[config.mk]
export PLATFORM = sky130hd
export DESIGN_NAME = fraction_reducer_gcd_core
export DESIGN_NICKNAME = d
export VERILOG_FILES = /design/src/rtl/core/frgcd_pkg.sv /design/src/rtl/core/fraction_reducer_gcd_core.sv
export SDC_FILE = /design/constraint.sdc
export NUM_CORES = 1
export LEC_CHECK = 0
export BUFFER_PORTS_ARGS = -buffer_cell sky130_fd_sc_hd__buf_2
export CAP_MARGIN = 20
export CORE_MARGIN = 1
export CORE_UTILIZATION = 30
export CTS_CLUSTER_SIZE = 30
export DETAILED_ROUTE_END_ITERATION = 10
export HOLD_SLACK_MARGIN = 0.12
export SYNTH_ARGS = -nofsm -noshare
export SYNTH_HDL_FRONTEND = slang
export SYNTH_SLANG_ARGS = --single-unit
[constraint.sdc]
create_clock -name i_clk -period 6.9 [get_ports i_clk]
set_clock_uncertainty 0.1 [all_clocks]
set_input_delay 1.725 -clock i_clk [delete_from_list [all_inputs] [get_ports i_clk]]
set_output_delay 1.725 -clock i_clk [all_outputs]
set_load 0.05 [all_outputs]
[src/rtl/core/frgcd_pkg.sv]
// Shared constants and types for the fraction reducer core.
// No dependencies; imported by the core and its checker.
package frgcd_pkg;

    localparam int DATA_WIDTH = 32;
    localparam int K_W        = $clog2(DATA_WIDTH);

    typedef enum logic [2:0] {
        ST_IDLE,
        ST_ZERO,
        ST_GCD,
        ST_SHIFT,
        ST_DIVN,
        ST_DIVD
    } t_state;

endpackage

[src/rtl/core/fraction_reducer_gcd_core.sv]
// Fraction reducer core: binary GCD, then two restoring divisions on one subtractor.
// Depends on frgcd_pkg. One word is taken at a time while busy is high.
// A zero denominator goes through ST_ZERO straight to its flagged result. Otherwise the core
// runs the GCD loop, shifts the common factor of two back in, then does both divisions;
// the GCD loop and the divisions share the one subtractor.
// A new word is taken only when idle. Reset is synchronous and active low; it returns to idle.
module fraction_reducer_gcd_core
    import frgcd_pkg::*;
(
    input  logic                         i_clk,
    input  logic                         i_rst_n,
    input  logic                         start,
    output logic                         busy,
    input  logic signed [DATA_WIDTH-1:0] i_numerator_in,
    input  logic        [DATA_WIDTH-1:0] i_denominator_in,
    output logic                         o_valid,
    output logic signed [DATA_WIDTH-1:0] o_numerator_out,
    output logic        [DATA_WIDTH-1:0] o_denominator_out,
    output logic                         o_zero_denominator
);

    t_state                  r_state, n_state;
    logic [DATA_WIDTH-1:0]   r_a, n_a, r_b, n_b, r_g, n_g;
    logic [DATA_WIDTH-1:0]   r_q, n_q, r_r, n_r;
    logic [DATA_WIDTH-1:0]   r_mag, n_mag, r_den, n_den, r_qn, n_qn;
    logic [K_W-1:0]          r_k, n_k, r_cnt, n_cnt;
    logic                    r_neg, n_neg;
    logic                    r_valid, n_valid;
    logic [DATA_WIDTH-1:0]   r_num_out, n_num_out, r_den_out, n_den_out;
    logic                    r_zero, n_zero;

    logic [DATA_WIDTH:0]     sub_x, sub_y, div_t, div_rem;
    logic [DATA_WIDTH+1:0]   diff;
    logic                    borrow;
    logic [DATA_WIDTH-1:0]   div_q;

    assign div_t   = {r_r, r_q[DATA_WIDTH-1]};
    assign diff    = {1'b0, sub_x} - {1'b0, sub_y};
    assign borrow  = diff[DATA_WIDTH+1];
    assign div_rem = borrow ? div_t : diff[DATA_WIDTH:0];
    assign div_q   = {r_q[DATA_WIDTH-2:0], ~borrow};

    always_comb begin
        if (r_state == ST_GCD) begin
            sub_x = {1'b0, r_a};
            sub_y = {1'b0, r_b};
        end else begin
            sub_x = div_t;
            sub_y = {1'b0, r_g};
        end
    end

    always_ff @(posedge i_clk) begin
        if (!i_rst_n) begin
            r_state <= ST_IDLE;
            r_valid <= 1'b0;
        end else begin
            r_state <= n_state;
            r_valid <= n_valid;
        end
        r_a       <= n_a;
        r_b       <= n_b;
        r_g       <= n_g;
        r_q       <= n_q;
        r_r       <= n_r;
        r_mag     <= n_mag;
        r_den     <= n_den;
        r_qn      <= n_qn;
        r_k       <= n_k;
        r_cnt     <= n_cnt;
        r_neg     <= n_neg;
        r_num_out <= n_num_out;
        r_den_out <= n_den_out;
        r_zero    <= n_zero;
    end

    always_comb begin
        n_state   = r_state;
        n_a       = r_a;
        n_b       = r_b;
        n_g       = r_g;
        n_q       = r_q;
        n_r       = r_r;
        n_mag     = r_mag;
        n_den     = r_den;
        n_qn      = r_qn;
        n_k       = r_k;
        n_cnt     = r_cnt;
        n_neg     = r_neg;
        n_valid   = 1'b0;
        n_num_out = r_num_out;
        n_den_out = r_den_out;
        n_zero    = r_zero;
        unique case (r_state)
            ST_IDLE: begin
                if (start) begin
                    n_neg = i_numerator_in[DATA_WIDTH-1];
                    n_mag = i_numerator_in[DATA_WIDTH-1] ?
                            (DATA_WIDTH'(0) - DATA_WIDTH'(i_numerator_in)) :
                            DATA_WIDTH'(i_numerator_in);
                    n_den = i_denominator_in;
                    n_a   = i_denominator_in;
                    n_b   = n_mag;
                    n_k   = '0;
                    n_state = (i_denominator_in == '0) ? ST_ZERO : ST_GCD;
                end
            end
            ST_ZERO: begin
                n_num_out = '0;
                n_den_out = '0;
                n_zero    = 1'b1;
                n_valid   = 1'b1;
                n_state   = ST_IDLE;
            end
            ST_GCD: begin
                priority if (r_a == '0) begin
                    n_g     = r_b;
                    n_state = ST_SHIFT;
                end else if (r_b == '0) begin
                    n_g     = r_a;
                    n_state = ST_SHIFT;
                end else if (!r_a[0] && !r_b[0]) begin
                    n_a = r_a >> 1;
                    n_b = r_b >> 1;
                    n_k = r_k + K_W'(1);
                end else if (!r_a[0]) begin
                    n_a = r_a >> 1;
                end else if (!r_b[0]) begin
                    n_b = r_b >> 1;
                end else if (!borrow) begin
                    n_a = diff[DATA_WIDTH-1:0];
                end else begin
                    n_a = r_b;
                    n_b = r_a;
                end
            end
            ST_SHIFT: begin
                if (r_k == '0) begin
                    n_q     = r_mag;
                    n_r     = '0;
                    n_cnt   = K_W'(DATA_WIDTH - 1);
                    n_state = ST_DIVN;
                end else begin
                    n_g = r_g << 1;
                    n_k = r_k - K_W'(1);
                end
            end
            ST_DIVN: begin
                n_q   = div_q;
                n_r   = div_rem[DATA_WIDTH-1:0];
                n_cnt = r_cnt - K_W'(1);
                if (r_cnt == '0) begin
                    n_qn    = div_q;
                    n_q     = r_den;
                    n_r     = '0;
                    n_cnt   = K_W'(DATA_WIDTH - 1);
                    n_state = ST_DIVD;
                end
            end
            ST_DIVD: begin
                n_q   = div_q;
                n_r   = div_rem[DATA_WIDTH-1:0];
                n_cnt = r_cnt - K_W'(1);
                if (r_cnt == '0) begin
                    n_num_out = r_neg ? (DATA_WIDTH'(0) - r_qn) : r_qn;
                    n_den_out = div_q;
                    n_zero    = 1'b0;
                    n_valid   = 1'b1;
                    n_state   = ST_IDLE;
                end
            end
            default: begin
                n_state = ST_IDLE;
            end
        endcase
    end

    assign busy               = (r_state != ST_IDLE);
    assign o_valid            = r_valid;
    assign o_numerator_out    = $signed(r_num_out);
    assign o_denominator_out  = r_den_out;
    assign o_zero_denominator = r_zero;

endmodule

==> results.cfg <==
[placed_design]
finalWeightedCongestion = 0.9809
place.detailed.hpwl_microns = 37650
dp.cells = 2530
port_buffers = 133

[global_routing]
grt-busiest-layer = met2
grt_util_all_layers_pct = 17.21
use_met1_pct = 22.06
use_met2_pct = 29.11
grt_remaining_overflow = 0
grt_pass1_wl_microns = 80990
grt_max_degree = 66
grt_antenna_before_repair = 0
grtUsageMet3_pct = 2.707
first_global_vias = 13540

[timing]
period_share_pct = 77.82
rsz0062_at_grt = false
clock.fmax_ghz = 0.1862
maxSlewViolCount = 0
tns_ns = 0
finalHoldViolations = 0
min_period_ns = 5.370
tightest_slew_ns = 1.113
max_slew_margin_pct = 25.52
setup_viol = 0

[run_status]
status = finished clean

[floorplanning]
num_rows = 88
initial_utilization_pct = 30.63
chipWidth_microns = 245.7
dieHeight_microns = 245.7
die_area_sq_um = 60340
ioPinCount = 134
core_area_sq_um = 58140

[clocking]
clock_tree.buffer_depth = 3
postCtsHoldBufs = 0
cts_buffers = 35
post_cts_buffers = 0
clock-root-buffer = clkbuf_16
clock_latency_ns = 0.54
ctsResizeCount = 0
cts_tree = yes
cts_sinks = 336
htreeDepth = 2
cts.clk_slew.worst_paths_ns = 0.06

[routing]
remaining_drc_errors = 0
wirelength_microns = 52670
wl_per_cell_microns = 20.29
firstDrtPassIters = 6
ant_nets = 0
dr_total_vias = 13850
via_per_inst = 5.336
drtIter0Drc = 1298

[setup_path]
r2r_cells = 14
crit_start = r_state[1]$_SDFFE_PN0P_
reg2reg_slack_ns = 1.53
cp-start-kind = register
crit_end = r_a[6]$_DFFE_PP_
crit_path_max_fanout = 48
cp.arrival_ns = 5.54
worstReg2RegEnd = r_a[6]$_DFFE_PP_
worst_setup_path_end_kind = register
regToRegStartpoint = r_state[1]$_SDFFE_PN0P_
required_ns = 7.07
worstSetupPathType = reg2reg

[logic_synthesis]
syn_avg_cell_area_sq_um = 10.51
synth_edf_count = 332
synthTopCellsByCount = edfxtp_1 (332), nand2_1 (259), nor2_1 (226)
synth_cells = 1694
yosys.cell_types.count = 66
yosysSeqAreaShare_pct = 56.43
syn-cell-area_sq_um = 17810
yosys_register_bits = 336
synth_top_area_share_pct = 55.98
synth_warnings = 0
ys_async_sr_fraction_pct = 0
synth.area.top_cells = edfxtp_1 (56%), nand2_1 (5.5%), nor2_1 (4.8%)
syn_nets = 1801
yosysMostFrequentCell = edfxtp_1
synth_top_flop_cell = edfxtp_1
synth_top_area_cell = edfxtp_1

[cells_and_area]
area_growth_pct = 15.32
nets = 1909
drive_gt1_share_pct = 13.40
fillers = 5784
instances_no_fill = 2596
seq_area_sq_um = 10050
multi_input_area_sq_um = 7378

[pwr]
intPower_mw = 4.380
peakVddDrop_uv = 179.6
p_leak_nw = 7.783
p_switching_mw = 2.446
seqPwrFrac_pct = 41.3
powerDensity_nw_per_um2 = 332.4
pwr-share-clk_pct = 27.5
swShare_pct = 35.83
power_frac_comb_pct = 31.2

[run]
drv_cap = 0

[worst_hold_path]
hp-class = reg2reg
min_path_cells = 0
==> area by class of cell <==
cell class                 instances  area share (%)
sequential                       336           48.93
multi-input combinational       1237           35.93
tap                              765           4.661
timing repair buffer             167           4.581
clock buffer                      44           4.533
clock inverter                    20          0.8834
inverter                          25          0.4569
antenna                            2         0.02437
==> logic make-up after synthesis <==
group,after synthesis,share of synthesized area (%)
and+or+nand+nor,661,16.43
muxes,77,4.335
AOI/OAI and AO/OA,368,12.88
xor gates and xnor gates,91,4.475
buffers and inverters,121,2.557
adders and majority gates,40,2.895
DFF,336,56.43
==> worst max-delay path, cell delays in order, from the launching register on <==
cell and delay, ns:
dfxtp_1 0.73, and2_4 0.65, buf_4 0.51, mux2i_1 0.15, ha_1 0.42, nand2_1 0.07
o21ai_0 0.30, o21ai_0 0.19, a21o_1 0.22, a211oi_1 0.65, nor2_4 0.23, inv_2 0.11
buf_4 0.31, mux2i_1 0.25, o22ai_1 0.11
==> sequential cells by signal (all words and copies together) (netlist names), 3 cells and up <==
signal	flops
r_q	32
r_state	3
r_mag	32
r_den	32
o_denominator_out	32
r_cnt	5
r_b	32
r_g	32
r_k	5
o_numerator_out	32
r_qn	32
r_r	32
r_a	32
==> metrics by stage <==
step           setup slack, ns  util (%)  area (sq um)  hold WS [ns]  total power [mW]
2_1_floorplan           0.2490         -         17810        0.3415             4.269
3_3_place_gp             1.845     33.38         19400        0.3568             4.916
3_5_place_dp             1.667     33.40         19420        0.3632             4.943
4_1_cts                  1.661     35.32         20530        0.3771             6.827
5_1_grt                  1.224     35.32         20530        0.3943             7.158
6_report                 1.530     35.33         20540        0.3735             6.826
==> per-layer routing <==
layer  part of all wire (%)  vias to the layer above
li1                       -                     6432
met1                     42                     6748
met2                     48                      570
met3                    7.0                      101
met4                    3.3                        0
met5                      0                        -
==> power by group through the flow <==
stage / registers [mW] / clock network (mW) / logic, mW
2_1_floorplan: 2.78 / 0 / 1.49
3_3_place_gp: 2.84 / 0 / 2.07
3_5_place_dp: 2.84 / 0 / 2.10
4_1_cts: 2.80 / 1.91 / 2.11
5_1_grt: 2.83 / 1.98 / 2.35
6_report: 2.82 / 1.88 / 2.13
==> cells in the final DEF, fill, tap and decap left out, types with 38 or more instances in the layout <==
| cell | count |
|---|---|
| edfxtp_1 | 332 |
| nand2_1 | 258 |
| nor2_1 | 220 |
| buf_2 | 133 |
| a21oi_1 | 126 |
| mux2i_1 | 76 |
| and3_1 | 54 |
| xnor2_1 | 52 |
| o21ai_0 | 42 |
| xor2_1 | 39 |
| a31oi_1 | 38 |
| ha_1 | 38 |
==> how the worst min path moves through the flow <==
stage	start	end	slack (ns)
after floorplan	r_q[9]$_DFFE_PP_	r_qn[10]$_DFFE_PP_	0.34
after global placement	r_q[20]$_DFFE_PP_	r_qn[21]$_DFFE_PP_	0.36
after detailed placement	r_q[18]$_DFFE_PP_	r_qn[19]$_DFFE_PP_	0.36
after CTS	r_q[18]$_DFFE_PP_	r_qn[19]$_DFFE_PP_	0.38
after global routing	r_q[17]$_DFFE_PP_	r_qn[18]$_DFFE_PP_	0.39
final	r_q[20]$_DFFE_PP_	r_qn[21]$_DFFE_PP_	0.37
Note: power is estimated with default switching activity, not from simulation.
